$ cat src/rtl/mfbp_pkg.sv
// ----------------------------------------------------------------------------
// mfbp_pkg: shared definitions for the MSB-first bit packer
// Widths, op codes and the job record that passes from the front end to the
// back end through the job queue.
// ----------------------------------------------------------------------------
package mfbp_pkg;

    // Field and state widths.
    localparam int MAX_CODE_LEN = 24;
    localparam int COUNT_BITS   = 24;
    localparam int OP_W         = 2;
    localparam int CODE_W       = 24;
    localparam int LEN_W        = 5;
    localparam int BYTE_W       = 8;
    localparam int BUF_W        = 32;
    localparam int FILL_W       = 3;
    localparam int SHAMT_W      = 6;
    localparam int NBYTES_W     = 2;
    localparam int BYTE_COUNT_W = 24;
    localparam int BIT_COUNT_W  = 27;

    // Job queue depth.
    localparam int QUEUE_DEPTH  = 2;
    localparam int QPTR_W       = $clog2(QUEUE_DEPTH);
    localparam int QCNT_W       = $clog2(QUEUE_DEPTH + 1);

    // Operation codes.
    localparam logic [OP_W-1:0] OP_WRITE = 2'd0;
    localparam logic [OP_W-1:0] OP_ALIGN = 2'd1;
    localparam logic [OP_W-1:0] OP_CLEAR = 2'd2;

    // One classified item: the bytes to emit sit at the top of word.
    typedef struct packed {
        logic [BUF_W-1:0]       word;
        logic [NBYTES_W-1:0]    nbytes;
        logic [COUNT_BITS-1:0]  base;
        logic [BIT_COUNT_W-1:0] bits;
    } job_t;

endpackage

$ cat src/rtl/mfbp_cmd_if.sv
// ----------------------------------------------------------------------------
// mfbp_cmd_if: command channel of the bit packer
// Carries one op with its code and length per item, valid/ready handshake.
// ----------------------------------------------------------------------------
interface mfbp_cmd_if;

    logic                           valid;
    logic                           ready;
    logic [mfbp_pkg::OP_W-1:0]      op;
    logic [mfbp_pkg::CODE_W-1:0]    code;
    logic [mfbp_pkg::LEN_W-1:0]     length;

    modport source (output valid, output op, output code, output length, input ready);
    modport sink   (input valid, input op, input code, input length, output ready);

endinterface

$ cat src/rtl/mfbp_res_if.sv
// ----------------------------------------------------------------------------
// mfbp_res_if: result channel of the bit packer
// Carries one stream byte with its running counts per result.
// ----------------------------------------------------------------------------
interface mfbp_res_if;

    logic                                valid;
    logic                                ready;
    logic [mfbp_pkg::BYTE_W-1:0]         out_byte;
    logic                                byte_valid;
    logic                                last;
    logic [mfbp_pkg::BYTE_COUNT_W-1:0]   byte_count;
    logic [mfbp_pkg::BIT_COUNT_W-1:0]    bit_count;

    modport source (
        output valid, output out_byte, output byte_valid, output last,
        output byte_count, output bit_count, input ready
    );
    modport sink (
        input valid, input out_byte, input byte_valid, input last,
        input byte_count, input bit_count, output ready
    );

endinterface

$ cat src/rtl/msb_first_bit_packer.sv
// Path: the first result of an item passes through the job queue and then
// the output register; further results of the same item follow one per cycle
// while the output is taken. Throughput: each item gives one result per byte
// it emits, up to three, or a single empty result, one per cycle while the
// output is taken; a two-entry job queue lets items in meanwhile. Reset
// (rst_n low, asynchronous) clears the pending bits, the counters, the job
// queue and the output register.
// ----------------------------------------------------------------------------
// msb_first_bit_packer: MSB-first variable-length bit writer
// Appends codes of up to 24 bits below the pending bits and emits every
// complete byte, with byte-align, state clear and running byte/bit counts.
// ----------------------------------------------------------------------------
module msb_first_bit_packer (
    input  logic        clk,
    input  logic        rst_n,
    mfbp_cmd_if.sink    cmd,
    mfbp_res_if.source  result
);

    logic              push;
    logic              pop;
    logic              q_full;
    logic              q_valid;
    mfbp_pkg::job_t    wr_job;
    mfbp_pkg::job_t    head;

    // Front end: applies each item to the bit buffer.
    mfbp_front u_front (
        .clk    (clk),
        .rst_n  (rst_n),
        .cmd    (cmd),
        .q_full (q_full),
        .push   (push),
        .job    (wr_job)
    );

    // Job queue between the two ends.
    mfbp_queue u_queue (
        .clk     (clk),
        .rst_n   (rst_n),
        .push    (push),
        .wr_job  (wr_job),
        .full    (q_full),
        .q_valid (q_valid),
        .head    (head),
        .pop     (pop)
    );

    // Back end: emits the results of each job.
    mfbp_back u_back (
        .clk     (clk),
        .rst_n   (rst_n),
        .q_valid (q_valid),
        .head    (head),
        .pop     (pop),
        .result  (result)
    );

endmodule

$ cat src/rtl/mfbp_front.sv
// ----------------------------------------------------------------------------
// mfbp_front: command front end
// Owns the pending bit buffer and the byte counter. Each accepted item is
// applied to the state as it is accepted and turned into a job that names the
// bytes to emit and the counts that go with them.
// ----------------------------------------------------------------------------
module mfbp_front (
    input  logic              clk,
    input  logic              rst_n,
    mfbp_cmd_if.sink          cmd,
    input  logic              q_full,
    output logic              push,
    output mfbp_pkg::job_t    job
);

    logic [mfbp_pkg::BUF_W-1:0]      pend_reg, pend_next;
    logic [mfbp_pkg::FILL_W-1:0]     fill_reg, fill_next;
    logic [mfbp_pkg::COUNT_BITS-1:0] count_reg, count_next;

    logic [mfbp_pkg::LEN_W-1:0]      len_sat;
    logic [mfbp_pkg::CODE_W-1:0]     code_mask;
    logic [mfbp_pkg::CODE_W-1:0]     code_m;
    logic [mfbp_pkg::SHAMT_W-1:0]    shamt;
    logic [mfbp_pkg::BUF_W-1:0]      appended;
    logic [mfbp_pkg::LEN_W-1:0]      total;
    logic [mfbp_pkg::NBYTES_W-1:0]   nbytes;
    logic [mfbp_pkg::BUF_W-1:0]      word;
    logic                            clear;

    // Accept whenever the job queue has room.
    assign cmd.ready = !q_full;
    assign push      = cmd.valid && !q_full;

    // Saturate the length, mask the code and place it below the pending bits.
    always_comb
    begin
        len_sat   = (cmd.length > mfbp_pkg::LEN_W'(mfbp_pkg::MAX_CODE_LEN))
                  ? mfbp_pkg::LEN_W'(mfbp_pkg::MAX_CODE_LEN) : cmd.length;
        code_mask = ~({mfbp_pkg::CODE_W{1'b1}} << len_sat);
        code_m    = cmd.code & code_mask;
        shamt     = mfbp_pkg::SHAMT_W'(mfbp_pkg::BUF_W)
                  - mfbp_pkg::SHAMT_W'(len_sat) - mfbp_pkg::SHAMT_W'(fill_reg);
        appended  = pend_reg | (mfbp_pkg::BUF_W'(code_m) << shamt);
        total     = mfbp_pkg::LEN_W'(fill_reg) + len_sat;
    end

    // Classify the op: bytes to emit and the state left behind.
    always_comb
    begin
        pend_next = pend_reg;
        fill_next = fill_reg;
        nbytes    = '0;
        word      = pend_reg;
        clear     = 1'b0;
        unique case (cmd.op)
            mfbp_pkg::OP_WRITE:
            begin
                word      = appended;
                nbytes    = total[mfbp_pkg::LEN_W-1:mfbp_pkg::FILL_W];
                pend_next = appended << {nbytes, 3'b000};
                fill_next = total[mfbp_pkg::FILL_W-1:0];
            end
            mfbp_pkg::OP_ALIGN:
            begin
                if (fill_reg != '0)
                begin
                    nbytes    = mfbp_pkg::NBYTES_W'(1);
                    pend_next = pend_reg << mfbp_pkg::BYTE_W;
                    fill_next = '0;
                end
            end
            mfbp_pkg::OP_CLEAR:
            begin
                pend_next = '0;
                fill_next = '0;
                clear     = 1'b1;
            end
            default:
            begin
                // No operation: state kept, one empty result follows.
            end
        endcase
        count_next = clear ? '0 : count_reg + mfbp_pkg::COUNT_BITS'(nbytes);
    end

    // Job record: the bit count is the same for every result of one item.
    always_comb
    begin
        job.word   = word;
        job.nbytes = nbytes;
        job.base   = clear ? '0 : count_reg;
        job.bits   = mfbp_pkg::BIT_COUNT_W'({count_next, 3'b000})
                   + mfbp_pkg::BIT_COUNT_W'(fill_next);
    end

    // State registers.
    always_ff @(posedge clk or negedge rst_n)
    begin
        if (!rst_n)
        begin
            pend_reg  <= '0;
            fill_reg  <= '0;
            count_reg <= '0;
        end
        else if (push)
        begin
            pend_reg  <= pend_next;
            fill_reg  <= fill_next;
            count_reg <= count_next;
        end
    end

endmodule

$ cat src/rtl/mfbp_queue.sv
// ----------------------------------------------------------------------------
// mfbp_queue: job queue
// A short first-in first-out queue of jobs between the front and back ends.
// ----------------------------------------------------------------------------
module mfbp_queue (
    input  logic              clk,
    input  logic              rst_n,
    input  logic              push,
    input  mfbp_pkg::job_t    wr_job,
    output logic              full,
    output logic              q_valid,
    output mfbp_pkg::job_t    head,
    input  logic              pop
);

    mfbp_pkg::job_t                  slot_reg [mfbp_pkg::QUEUE_DEPTH];
    logic [mfbp_pkg::QPTR_W-1:0]     wr_ptr_reg, rd_ptr_reg;
    logic [mfbp_pkg::QCNT_W-1:0]     cnt_reg, cnt_next;

    assign full    = (cnt_reg == mfbp_pkg::QCNT_W'(mfbp_pkg::QUEUE_DEPTH));
    assign q_valid = (cnt_reg != '0);
    assign head    = slot_reg[rd_ptr_reg];

    // Occupancy follows pushes and pops.
    always_comb
    begin
        cnt_next = cnt_reg;
        if (push && !pop)
            cnt_next = cnt_reg + mfbp_pkg::QCNT_W'(1);
        else if (pop && !push)
            cnt_next = cnt_reg - mfbp_pkg::QCNT_W'(1);
    end

    // Pointers and occupancy.
    always_ff @(posedge clk or negedge rst_n)
    begin
        if (!rst_n)
        begin
            wr_ptr_reg <= '0;
            rd_ptr_reg <= '0;
            cnt_reg    <= '0;
        end
        else
        begin
            if (push)
                wr_ptr_reg <= (wr_ptr_reg == mfbp_pkg::QPTR_W'(mfbp_pkg::QUEUE_DEPTH - 1))
                            ? '0 : wr_ptr_reg + mfbp_pkg::QPTR_W'(1);
            if (pop)
                rd_ptr_reg <= (rd_ptr_reg == mfbp_pkg::QPTR_W'(mfbp_pkg::QUEUE_DEPTH - 1))
                            ? '0 : rd_ptr_reg + mfbp_pkg::QPTR_W'(1);
            cnt_reg <= cnt_next;
        end
    end

    // Job storage.
    always_ff @(posedge clk)
    begin
        if (push)
            slot_reg[wr_ptr_reg] <= wr_job;
    end

endmodule

$ cat src/rtl/mfbp_back.sv
// ----------------------------------------------------------------------------
// mfbp_back: result back end
// Walks the bytes of the job at the head of the queue, one per cycle while the
// output is taken, into the output register, and marks the final result of each item.
// ----------------------------------------------------------------------------
module mfbp_back (
    input  logic              clk,
    input  logic              rst_n,
    input  logic              q_valid,
    input  mfbp_pkg::job_t    head,
    output logic              pop,
    mfbp_res_if.source        result
);

    logic [mfbp_pkg::NBYTES_W-1:0]     idx_reg;
    logic                              valid_reg;
    logic [mfbp_pkg::BYTE_W-1:0]       byte_reg;
    logic                              byte_valid_reg;
    logic                              last_reg;
    logic [mfbp_pkg::BYTE_COUNT_W-1:0] byte_count_reg;
    logic [mfbp_pkg::BIT_COUNT_W-1:0]  bit_count_reg;

    logic                              free;
    logic                              step;
    logic                              is_last;
    logic                              has_byte;
    logic [mfbp_pkg::BUF_W-1:0]        shifted;
    logic [mfbp_pkg::COUNT_BITS-1:0]   cnt_sel;

    // Load the output register when it is empty or being taken.
    assign free    = !valid_reg || result.ready;
    assign step    = q_valid && free;
    assign has_byte = (head.nbytes != '0);
    assign is_last = !has_byte || (idx_reg == head.nbytes - mfbp_pkg::NBYTES_W'(1));
    assign pop     = step && is_last;

    // Select the current byte and its running count.
    always_comb
    begin
        shifted = head.word << {idx_reg, 3'b000};
        cnt_sel = has_byte
                ? head.base + mfbp_pkg::COUNT_BITS'(idx_reg) + mfbp_pkg::COUNT_BITS'(1)
                : head.base;
    end

    // Control registers.
    always_ff @(posedge clk or negedge rst_n)
    begin
        if (!rst_n)
        begin
            valid_reg <= 1'b0;
            idx_reg   <= '0;
        end
        else
        begin
            if (step)
                valid_reg <= 1'b1;
            else if (result.ready)
                valid_reg <= 1'b0;
            if (step)
                idx_reg <= is_last ? '0 : idx_reg + mfbp_pkg::NBYTES_W'(1);
        end
    end

    // Output payload.
    always_ff @(posedge clk)
    begin
        if (step)
        begin
            byte_reg       <= has_byte ? shifted[mfbp_pkg::BUF_W-1 -: mfbp_pkg::BYTE_W] : '0;
            byte_valid_reg <= has_byte;
            last_reg       <= is_last;
            byte_count_reg <= mfbp_pkg::BYTE_COUNT_W'(cnt_sel);
            bit_count_reg  <= head.bits;
        end
    end

    assign result.valid      = valid_reg;
    assign result.out_byte   = byte_reg;
    assign result.byte_valid = byte_valid_reg;
    assign result.last       = last_reg;
    assign result.byte_count = byte_count_reg;
    assign result.bit_count  = bit_count_reg;

    // An empty result is always the only one of its item and carries a zero byte.
    a_empty_is_last: assert property (@(posedge clk) disable iff (!rst_n)
        result.valid && !result.byte_valid |-> result.last && result.out_byte == '0)
        else $error("empty result not marked last or byte not zero");

    // Mid-item, the job being walked is still at the queue head.
    a_idx_in_job: assert property (@(posedge clk) disable iff (!rst_n)
        idx_reg != '0 |-> q_valid && idx_reg < head.nbytes)
        else $error("byte index outside the current job");

    // The results of one item follow back to back with rising byte counts.
    a_count_steps: assert property (@(posedge clk) disable iff (!rst_n)
        result.valid && result.ready && !result.last |=>
            result.valid
            && result.byte_count == $past(result.byte_count) + mfbp_pkg::BYTE_COUNT_W'(1))
        else $error("byte count did not advance within an item");

endmodule
$ cat src/flat_wrapper.sv
// flat-port wrapper written by rule: the top's interface ports become plain ports
module msb_first_bit_packer_flat 
  (clk, rst_n, cmd_valid, cmd_op, cmd_code, cmd_length, cmd_ready, result_valid, result_out_byte, result_byte_valid, result_last, result_byte_count, result_bit_count, result_ready);
  mfbp_cmd_if cmd_i ();
  mfbp_res_if result_i ();
  input  logic clk;
  input  logic rst_n;
  input wire logic [$bits(cmd_i.valid)-1:0] cmd_valid;
  input wire logic [$bits(cmd_i.op)-1:0] cmd_op;
  input wire logic [$bits(cmd_i.code)-1:0] cmd_code;
  input wire logic [$bits(cmd_i.length)-1:0] cmd_length;
  output wire logic [$bits(cmd_i.ready)-1:0] cmd_ready;
  output wire logic [$bits(result_i.valid)-1:0] result_valid;
  output wire logic [$bits(result_i.out_byte)-1:0] result_out_byte;
  output wire logic [$bits(result_i.byte_valid)-1:0] result_byte_valid;
  output wire logic [$bits(result_i.last)-1:0] result_last;
  output wire logic [$bits(result_i.byte_count)-1:0] result_byte_count;
  output wire logic [$bits(result_i.bit_count)-1:0] result_bit_count;
  input wire logic [$bits(result_i.ready)-1:0] result_ready;
  assign cmd_i.valid = cmd_valid;
  assign cmd_i.op = cmd_op;
  assign cmd_i.code = cmd_code;
  assign cmd_i.length = cmd_length;
  assign cmd_ready = cmd_i.ready;
  assign result_valid = result_i.valid;
  assign result_out_byte = result_i.out_byte;
  assign result_byte_valid = result_i.byte_valid;
  assign result_last = result_i.last;
  assign result_byte_count = result_i.byte_count;
  assign result_bit_count = result_i.bit_count;
  assign result_i.ready = result_ready;
  msb_first_bit_packer u_core (.clk(clk), .rst_n(rst_n), .cmd(cmd_i), .result(result_i));
endmodule
$ cat config.mk
export PLATFORM = sky130hd
export DESIGN_NAME = msb_first_bit_packer_flat
export DESIGN_NICKNAME = d
export VERILOG_FILES = /design/src/rtl/mfbp_pkg.sv /design/src/rtl/mfbp_cmd_if.sv /design/src/rtl/mfbp_res_if.sv /design/src/rtl/msb_first_bit_packer.sv /design/src/rtl/mfbp_front.sv /design/src/rtl/mfbp_queue.sv /design/src/rtl/mfbp_back.sv /design/src/flat_wrapper.sv
export SDC_FILE = /design/constraint.sdc
export NUM_CORES = 1
export LEC_CHECK = 0
export ABC_AREA = 1
export BUFFER_PORTS_ARGS = -buffer_cell sky130_fd_sc_hd__buf_2
export CAP_MARGIN = 20
export CORE_ASPECT_RATIO = 0.9
export CORE_MARGIN = 3
export CORE_UTILIZATION = 30
export CTS_CLUSTER_DIAMETER = 80
export DETAILED_ROUTE_END_ITERATION = 8
export PLACE_DENSITY = 0.5
export SLEW_MARGIN = 20
export SYNTH_ARGS = -nofsm -noshare
export SYNTH_HDL_FRONTEND = slang
export SYNTH_HIERARCHICAL = 1
export SYNTH_SLANG_ARGS = --single-unit
$ cat constraint.sdc
create_clock -name clk -period 6.44 [get_ports clk]
set_input_delay 1.288 -clock clk [delete_from_list [all_inputs] [get_ports clk]]
set_output_delay 1.288 -clock clk [all_outputs]
set_load 0.01 [all_outputs]
# == Yosys cells after proc, flatten, opt, wreduce, memory -nomap -nowiden ==
# Memories as Yosys holds them, arrays and structs flattened.
# Index checks and enable logic that the tools add are counted.
# totals
ram_bits,170
elab_cells,81
register_bits,127
mem_count,1
inputBits,35
out_inout_bits,63
# classes
order_cmp,1
add_sub_neg,13
n_eq_ne,5
n_reduce_logical,20
shift,4
bitwise,3
mux,21
# memory_table
name,depth,word_bits,read_ports,rd_ports_with_merged_regs,wr,line_no,text
u_core.u_queue.slot_reg,2,85,1,0,1,mfbp_queue.sv:16,mfbp_pkg::job_t slot_reg [mfbp_pkg::QUEUE_DEPTH];
# ops
op,n
$pmux W32 S3,1
$mux W24,3
$mux W32,2
$shl A32 B5 Y32,2
$add A24 B2 Y24,2
$or A32 B32 Y32,1
$shl A24 B6 Y32,1
$add A27 B3 Y27,1
$add A24 B1 Y24 const B,1
$and A24 B24 Y24,1
$not A24 Y24,1
$shl A24 B5 Y24 const A,1
$pmux W3 S3,1
$mux W1,8
$reduce_bool A2 Y1,4
$mux W2,3
$reduce_bool A3 Y1,2
$sub A6 B3 Y6,1
$sub A6 B5 Y6 const A,1
$add A3 B5 Y5,1
$gt A5 B5 Y1 const B,1
$logic_and A1 B1 Y1,5
$logic_not A1 Y1,5
$mux W5,1
other kinds (12),17

# == Longest topological paths before layout ==
# Gate-level depths: netlist of run 1.
# depth
depth_word,9
mapped_depth,34
depth_no_buf,32

# == Hierarchy ==
# Netlist of run 1, hierarchy kept.
# modules_own_cells
mod,area_per_inst_um2,n_inst,cells_per_inst,seq_area_each_um2
mfbp_queue,6545.0,1,290,5205.0
mfbp_front,6369.9,1,1045,1476.4
mfbp_back,3025.4,1,279,1906.8

# == Worst setup path before layout of run 1 ==
# OpenSTA, ideal clock, no wires.
# synth_timing
path_type,input port to flip-flop
from,input cmd_valid
to,"memory u_core/u_queue/slot_reg[0][0] (netlist name), enable pin"
n_path_buf,2
cell_stages,6
path_slack_ns,0.223
setup_time_ns,0.529
required_ns,5.911
arrival_time_ns,5.688
cell_sequence,nand2_1 -> inv_1 -> clkbuf_1 -> clkbuf_1 -> inv_1 -> nor2_1
# synth_between
elab_chain_cells,3
# synth_lines
element,line_no,text
"start, declared",flat_wrapper.sv:8,input wire logic [$bits(cmd_i.valid)-1:0] cmd_valid;
$logic_and A1 B1 Y1,mfbp_front.sv:32,assign push = cmd.valid && !q_full;
named net u_core.push,msb_first_bit_packer.sv:20,logic push;
$mux W1,mfbp_queue.sv:58,if (push)
$mux W1 (not written as such),mfbp_queue.sv:59,slot_reg[wr_ptr_reg] <= wr_job;
"end, declared",mfbp_queue.sv:16,
# The timed path passes the listed nets, and every way through them passes these cells.

==> summary.md, run 1 <==
| Metric | Value |
|---|---|
| Internal | roughly 5.4 mW |
| Routed vias/inst | between 4 and 5 |
| Clock Skew | between 0.02 and 0.03 ns |
| DR iter-0 viols | between 900 and 1000 |
| LEAKAGE | 7.38 nW |
| Top cells by count, synth | nand2_1, nand3_1, edfxtp_1, inv_1, nor2_1 |
| H-tree depth | 2 |
| Compound-Gate Fraction of Synth Area | under 10% |
| Ys async rst share | around 22% |
| Worst vdd ir | 203 uV |
| Post-synth EDFFs | between 200 and 250 |
| Total Die Area | ~56000 um2 |
| Flops & latches, synth | between 200 and 300 |
| Top-count cell post-synth | nand2_1 |
| Syn_nets | 1674 |
| Min-delay worst type | flip-flop to flip-flop |
| Post-DP Area | 17100 um2 |
| Synth top area cells | edfxtp_1, dfrtp_1, nand3_1 |
| Setup bufs post-CTS | 0 |
| Top_reg_cell synth | edfxtp_1 |
| Sw Share | between 30 and 40% |
| Top cell type's share of synthesized area | a little over two fifths |
| FF-to-FF End | u_core/u_front/count_reg[20] |
| Arr. time, crit path | between 5 and 6 ns |
| Via count | between 10000 and 15000 |
| DIE HEIGHT | ~220 um |
| Worst path most repeated cell | nor2_1 |
| Largest register FFs | 170 |
| Post-route ant nets | 0 |
| Slew HR | 32.1% |
| Final hold vios | 0 |
| Synth area leader | edfxtp_1 |
| Synth unique cells | just over 60 |
| Total track usage | approximately 15% |
| Cell depth of the worst setup path | 28 |
| Net count, final | about 1800 |
| Area grow syn2layout | 14.1% |
| Psw | ~3.5 mW |
| First-pass GRT wire length | around 66 mm |
| FF-to-FF Start | u_core/u_front/fill_reg[2] |
| Share of cells above drive strength 1 | between 10% and 20% |
| CTS clock-pin slew for the worst setup and hold paths | around 0.060 ns |
| Crit path time final | approximately 5.5 ns |
| Crit path to | u_core/u_front/count_reg[20] |
| Initial antenna violation count | 1 |
| Cells after Synth | 1614 |
| Sequential fraction of design power | around 37% |
| CP Class | input port to flip-flop |
| IO buf count | 97 |
| Antenna cells | 0 |
| Io pins | 98 |
| Largest family of logic cells by synthesized area | simple AND/OR/NAND/NOR gates |
| Final GP Congestion | 0.924 |
| Syn Area/Cell | just under 10 um2 |
| Fillers | 5229 |
| Final TNS setup | 0 ns |
| CTS-repair resized insts | 0 |
| Core Area | roughly 52000 um2 |
| Row count | just under 80 |
| Hold-fix buffers at CTS | 0 |
| Clock power share | around 22% |
| TritonCTS Sinks | 297 |
| Seq/Total Area, Yosys | between 50% and 60% |
| Mapped Area | approximately 16000 um2 |
| Yosys warnings | 6 |
| Root buffer cell | clkbuf_16 |
| Setup crit start kind | input port |
| CTS Buffer Depth | 3 |
| CP peak stage delay | between 0.4 and 0.5 ns |
| Drt wl/cell | between 15 and 20 um |
| Clock buffer count from CTS | 35 |
| Final setup viols | 0 |
| Residual DRC count | 0 |
| RSZ-0062 raised after global routing | no |
| Pin count of the biggest net entering global routing | 60 |
| Worst slew pin tran | between 1 and 1.5 ns |
| CP Max Fanout | 12 |
| Max Fclk | 183 MHz |
| DRT Pass-1 Iters | 6 |
| CTS tree | built |
| Crit. End Element | flip-flop |
| Comb power frac | between 40% and 50% |
| Max cap viols | 0 |
| Mux cell area share after synthesis | approximately 7% |
| Critical path origin | cmd_length[3] |
| Final max-slew violation count | 0 |
| Largest delay contributor family on the critical path | simple AND/OR/NAND/NOR gates |
| Flop-to-flop setup slack | roughly 2.2 ns |
| Clock Latency Late Sink | 0.55 ns |
| Total gr overflow | 0 |
| Synth Area in Simple Gates | about a fifth |
| Final wirelength | ~42 mm |
| Die Wd | around 250 um |
| Adder-cell share of the synthesized area | 2.10% |
| Power per cell area | just under 500 nW/um2 |
| Finished Cell Area | roughly 18000 um2 |
| Detailed Place HPWL | 30.1 mm |
| Slowest-stage cell, CP | o21ai_0 |
| Starting Density | 30.6% |
| CP required | around 6.9 ns |
| Tcrit/Tclk final | 85.0% |
| Status | finished, final reports clean |
| Xor-xnor portion of the synthesized cell area | under 10% |
| Vias in the first global route | roughly 11000 |
| R2R depth | 24 |
| Buffer and inverter count on the worst path | 4 |
==> stage by stage <==
| step | instances | utilization (%) | hold slack [ns] | setup WS, ns | total power, mW |
|---|---|---|---|---|---|
| 4_1_cts | 2415 | 34.9 | 0.482 | 0.992 | 8.96 |
| 3_3_place_gp | 2351 | 32.8 | 0.455 | 0.565 | 6.96 |
| 5_1_grt | 2415 | 34.9 | 0.507 | 0.274 | 9.51 |
| 2_1_floorplan | 1614 | - | 0.442 | 0.223 | 5.90 |
| 6_report | 2415 | 34.9 | 0.476 | 0.967 | 8.84 |
| 3_5_place_dp | 2351 | 32.8 | 0.467 | 0.426 | 6.99 |
==> logic make-up after synthesis <==
logic type                 Yosys count
AOI/OAI and AO/OA                  235
xor gates and xnor gates            28
adders and majority gates           25
buffers and inverters              229
DFF                                297
muxes                               85
and+or+nand+nor                    715
==> power groups by stage <==
stage / Combinational [mW] / Sequential, mW / Clock (mW)
floorplan: 2.62 / 3.28 / 0
global placement: 3.70 / 3.26 / 0
detailed placement: 3.71 / 3.28 / 0
CTS: 3.73 / 3.24 / 1.99
global route: 4.13 / 3.30 / 2.07
finish: 3.69 / 3.23 / 1.92
==> how the worst min path moves through the flow <==
stage                               from                        end  slack, ns  cells after the start
2_1_floorplan  u_core/u_queue/cnt_reg[1]  u_core/u_queue/cnt_reg[1]       0.44                      2
3_3_place_gp   u_core/u_queue/cnt_reg[1]  u_core/u_queue/cnt_reg[1]       0.46                      2
3_5_place_dp   u_core/u_queue/cnt_reg[1]  u_core/u_queue/cnt_reg[1]       0.47                      2
4_1_cts        u_core/u_queue/cnt_reg[1]  u_core/u_queue/cnt_reg[1]       0.48                      2
5_1_grt        u_core/u_queue/cnt_reg[1]  u_core/u_queue/cnt_reg[1]       0.51                      2
6_report       u_core/u_queue/cnt_reg[1]  u_core/u_queue/cnt_reg[1]       0.48                      2
==> layout make-up <==
class / count / area [um2] / area share [%]
clock buffer: 47 / 961 / 5.28
clock inverter: 17 / 160 / 0.881
inverter: 157 / 594 / 3.27
multi-input combinational: 1088 / 6340 / 34.8
sequential: 297 / 8590 / 47.2
tap: 688 / 861 / 4.73
timing repair buffer: 121 / 681 / 3.74
==> routing by layer <==
metal  part of all wire (%)  global-route usage (%)
met1                     49                    21.6
met2                     44                    22.9
met3                    5.9                    2.98
met4                    1.3                    3.16
met5                  0.031                       0
==> worst min-delay path, stage by stage (launching register included) <==
cell	delay, ns
dfrtp_1	0.34
nand2_1	0.06
nand2_1	0.05
==> cell usage in the layout, fill, tap and decap left out, drive strengths merged, types with 3 or more instances in the layout <==
master | Yosys | routed
a21boi | 3 | 3
a21oi | 91 | 91
a22oi | 9 | 9
buf | 41 | 121
clkbuf | 31 | 47
clkinv | 3 | 15
dfrtp | 66 | 66
edfxtp | 231 | 231
fa | 3 | 3
ha | 22 | 22
inv | 154 | 156
mux2 | 85 | 85
nand2 | 286 | 286
nand3 | 234 | 234
nand3b | 6 | 6
nand4 | 14 | 14
nor2 | 150 | 150
nor3 | 16 | 16
nor4 | 3 | 3
o211ai | 5 | 5
o21a | 4 | 4
o21ai | 99 | 99
o22ai | 10 | 10
o31ai | 4 | 4
or2 | 3 | 3
xnor2 | 9 | 9
xor2 | 19 | 19
Note: power is estimated with default switching activity, not from simulation.
==> inputs of run 2 (changes only) <==
ABC_AREA = 0   (was 1)
PLACE_DENSITY = 0.52   (was 0.5)
clock period = 4.44 ns   (was 6.44 ns; I/O delays follow)
==> summary.md, run 2 <==
| Metric | Value |
|---|---|
| Crit path time final | 3.97 ns |
| Synth top area cells | edfxtp_1, dfrtp_1, mux2_2 (was edfxtp_1, dfrtp_1, nand3_1) |
| Setup bufs post-CTS | 0 (unchanged) |
| Clock Latency Late Sink | 0.55 ns (about the same) |
| RSZ-0062 raised after global routing | no (unchanged) |
| Max Fclk | approximately 250 MHz |
| Busiest grt layer | met1 (was met2) |
| CP peak stage delay | 0.40 ns (was 0.42 ns) |
| Finished Cell Area | 19400 um2 (was 18200 um2) |
| Layout Utilization | 36.3% (was 34.9%) |
| Top-count cell post-synth | edfxtp_1 (was nand2_1) |
| Flop-to-flop setup slack | 0.78 ns (was 2.21 ns) |
| CP Max Fanout | 25 (was 12) |
| Synth unique cells | 104 (was 62) |
| Status | finished, final reports clean (unchanged) |
| Slew HR | 41.1% (was 32.1%) |
| Setup crit start kind | input port (unchanged) |
| Synth area leader | edfxtp_1 (unchanged) |
| Top_reg_cell synth | edfxtp_1 (unchanged) |
| Met2 usage | 23.2% (was 22.9%) |
| Final GP Congestion | 0.918 (was 0.924) |
| Via count | 11900 (was 11700) |
| Post-synth EDFFs | 231 (unchanged) |
| Antenna cells | 0 (unchanged) |
| FF-to-FF End | u_core/u_front/pend_reg[28] (was u_core/u_front/count_reg[20]) |
| Share of cells above drive strength 1 | 28.2% (was 18.5%) |
| M1 GR Usage | 23.3% (was 21.6%) |
| Seq/Total Area, Yosys | 52.2% (was 53.9%) |
| Most frequent cells in the layout | edfxtp_1, nand2_1, buf_4 (was nand2_1, nand3_1, edfxtp_1) |
| Syn_nets | 1445 (was 1674) |
| Vias in the first global route | 11600 (was 11400) |
| Final setup margin | 0.466 ns (was 0.967 ns) |
| CTS clock-pin slew for the worst setup and hold paths | 0.06 ns (about the same) |
| Tcrit/Tclk final | between 80% and 90% |
| Final hold vios | 0 (unchanged) |
| Arr. time, crit path | 4.39 ns (was 5.89 ns) |
| CP Class | input port to flip-flop (unchanged) |
| Grt met3 use | 2.59% (was 2.98%) |
| Final max-slew violation count | 0 (unchanged) |
| Post-route ant nets | 0 (unchanged) |
| Hold-fix buffers at CTS | 0 (unchanged) |
| Area grow syn2layout | 18.3% (was 14.1%) |
| IO buf count | 97 (unchanged) |
| Flops & latches, synth | 297 (unchanged) |
| Syn Area/Cell | 11.9 um2 (was 9.88 um2) |
| CTS-repair resized insts | 0 (unchanged) |
| TritonCTS Sinks | 297 (unchanged) |
| CP required | 4.85 ns (was 6.85 ns) |
| Worst Hold Margin | 0.314 ns (was 0.476 ns) |
| Initial antenna violation count | 0 (was 1) |
| DR iter-0 viols | 816 (was 944) |
| Worst path cell trace | buf_2 > ha_4 > nand2b_4 > inv_4 > ha_4 > inv_1 > ha_1 > ha_1 > buf_12 > o21bai_1 > nor3b_1 > o31ai_2 > mux2i_1 > o2111a_1 > a2111oi_0 > buf_4 > a211oi_1 > a31o_1 |
| Cells after Synth | 1385 (was 1614) |
| Pre-CTS setup slack | -0.0609 ns (was 0.426 ns) |
| Mapped Area | 16400 um2 (was 15900 um2) |
| First-pass GRT wire length | 70.3 mm (was 65.6 mm) |
| Total gr overflow | 0 (unchanged) |
| Io pins | 98 (unchanged) |
| Min-delay worst type | input port to asynchronous set/reset pin (was flip-flop to flip-flop) |
| Final TNS setup | 0 ns (unchanged) |
| Detailed Place HPWL | 32.7 mm (was 30.1 mm) |
| R2R depth | 14 (was 24) |
| Ys async rst share | 22.2% (unchanged) |
| Residual DRC count | 0 (unchanged) |
| Power per cell area | 676 nW/um2 (was 486 nW/um2) |
| H-tree depth | 2 (unchanged) |
| Total Die Area | 57700 um2 (was 55900 um2) |
| Slowest-stage cell, CP | ha_1 (was o21ai_0) |
| Post-DP Area | 18200 um2 (was 17100 um2) |
| Yosys warnings | 6 (unchanged) |
| DIE HEIGHT | 228 um (was 225 um) |
| Worst slew pin tran | 0.878 ns (was 1.02 ns) |
| Top cells by count, synth | edfxtp_1, nand2_1, nor2_1, dfrtp_1, a21oi_1 (was nand2_1, nand3_1, edfxtp_1, inv_1, nor2_1) |
| Largest delay contributor family on the critical path | compound AO/OA/AOI/OAI gates (was simple AND/OR/NAND/NOR gates) |
| Row count | 80 (was 79) |
| DRT Pass-1 Iters | 8 (was 6) |
| CTS tree | built (unchanged) |
| Pin count of the biggest net entering global routing | 67 (was 60) |
| Net count, final | 1591 (was 1760) |
| CTS Buffer Depth | 3 (unchanged) |
| Crit. End Element | flip-flop (unchanged) |
| Root buffer cell | clkbuf_16 (unchanged) |
| Buffer and inverter count on the worst path | 5 (was 4) |
| LEAKAGE | 7.42 nW (was 7.38 nW) |
| Commonest non-fill, non-tap cell in the layout | edfxtp_1 (was nand2_1) |
| Clock buffer count from CTS | 34 (was 35) |
| FF-to-FF Start | u_core/u_front/fill_reg[1] (was u_core/u_front/fill_reg[2]) |
| Total track usage | 15.4% (was 14.8%) |
| Max cap viols | 0 (unchanged) |
| Die Wd | 253 um (was 249 um) |
| Clock Skew | 0.0334 ns (was 0.0289 ns) |
| Drt wl/cell | 20.1 um (was 17.4 um) |
| Final wirelength | 45.3 mm (was 42.0 mm) |
| Top cell type's share of synthesized area | 42.2% (was 43.5%) |
| Core Area | 53600 um2 (was 52100 um2) |
| Worst vdd ir | 365 uV (was 203 uV) |
| Largest register FFs | 170 (unchanged) |
| Routed vias/inst | 5.29 (was 4.86) |
| Starting Density | 30.7% (was 30.6%) |
| Final setup viols | 0 (unchanged) |
| Fillers | 5201 (was 5229) |
-- run 2: cell types whose count changed after synthesis, sizes merged, moves of 19 or more --
cell and delta:
a21oi -31, clkbuf +21, inv -121, nand2 -175
nand2b +19, nand3 -203, nor2 -60, nor2b +35
o21ai -31, o31ai +22, xnor2 +20
-- run 2: through the flow --
step,std cells,total power [mW]
final,2254,13.2
after global routing,2254,14.0
after CTS,2253,13.3
after detailed placement,2191,10.3
after global placement,2191,10.2
after floorplan,1385,8.38
-- run 2: routing by layer --
layer	share of wire, %	vias up	routed length [um]
met5	0	-	0
met4	1.5	0	702
met3	5.2	54	2350
met2	44	312	20000
met1	49	5969	22300
li1	-	5580	-
-- run 2: cell type report --
cell class / count / area (um2) / share of cell area (%)
timing repair buffer: 202 / 1360 / 6.97
sequential: 297 / 8590 / 44.2
inverter: 34 / 134 / 0.688
clock buffer: 44 / 938 / 4.82
multi-input combinational: 962 / 7320 / 37.6
tap: 697 / 872 / 4.48
clock inverter: 18 / 241 / 1.24
-- run 2: cells by family (layout without fill, tap and decap cells) --
| family | count (synthesis) | count (layout) | share of synthesized area (%) |
|---|---|---|---|
| XOR/XNOR | 57 | 57 | 3.04 |
| adder cells (fa/ha/maj) | 25 | 25 | 2.04 |
| flip-flops | 297 | 297 | 52.2 |
| buffers and inverters | 126 | 298 | 4.28 |
| multiplexers | 131 | 131 | 10.9 |
| AO/OA/AOI/OAI | 348 | 348 | 15.2 |
| AND/OR/NAND/NOR | 401 | 401 | 12.4 |
-- run 2: power breakdown --
part / internal [mW] / switching (mW) / leakage, nW
registers: 4.14 / 0.331 / 3.09
clock network: 1.75 / 1.16 / 0.574
logic: 2.45 / 3.31 / 3.76
total: 8.35 / 4.81 / 7.42
-- run 2: worst max path at each step --
stage	start	to	depth (start not counted)
global route	cmd_length[3]	u_core/u_front/pend_reg[17]	18
detailed placement	cmd_length[3]	u_core/u_front/pend_reg[28]	18
floorplan	cmd_length[3]	u_core/u_front/count_reg[22]	22
finish	cmd_length[3]	u_core/u_front/pend_reg[28]	18
global placement	cmd_length[3]	u_core/u_front/pend_reg[17]	18
CTS	cmd_length[3]	u_core/u_front/pend_reg[28]	18
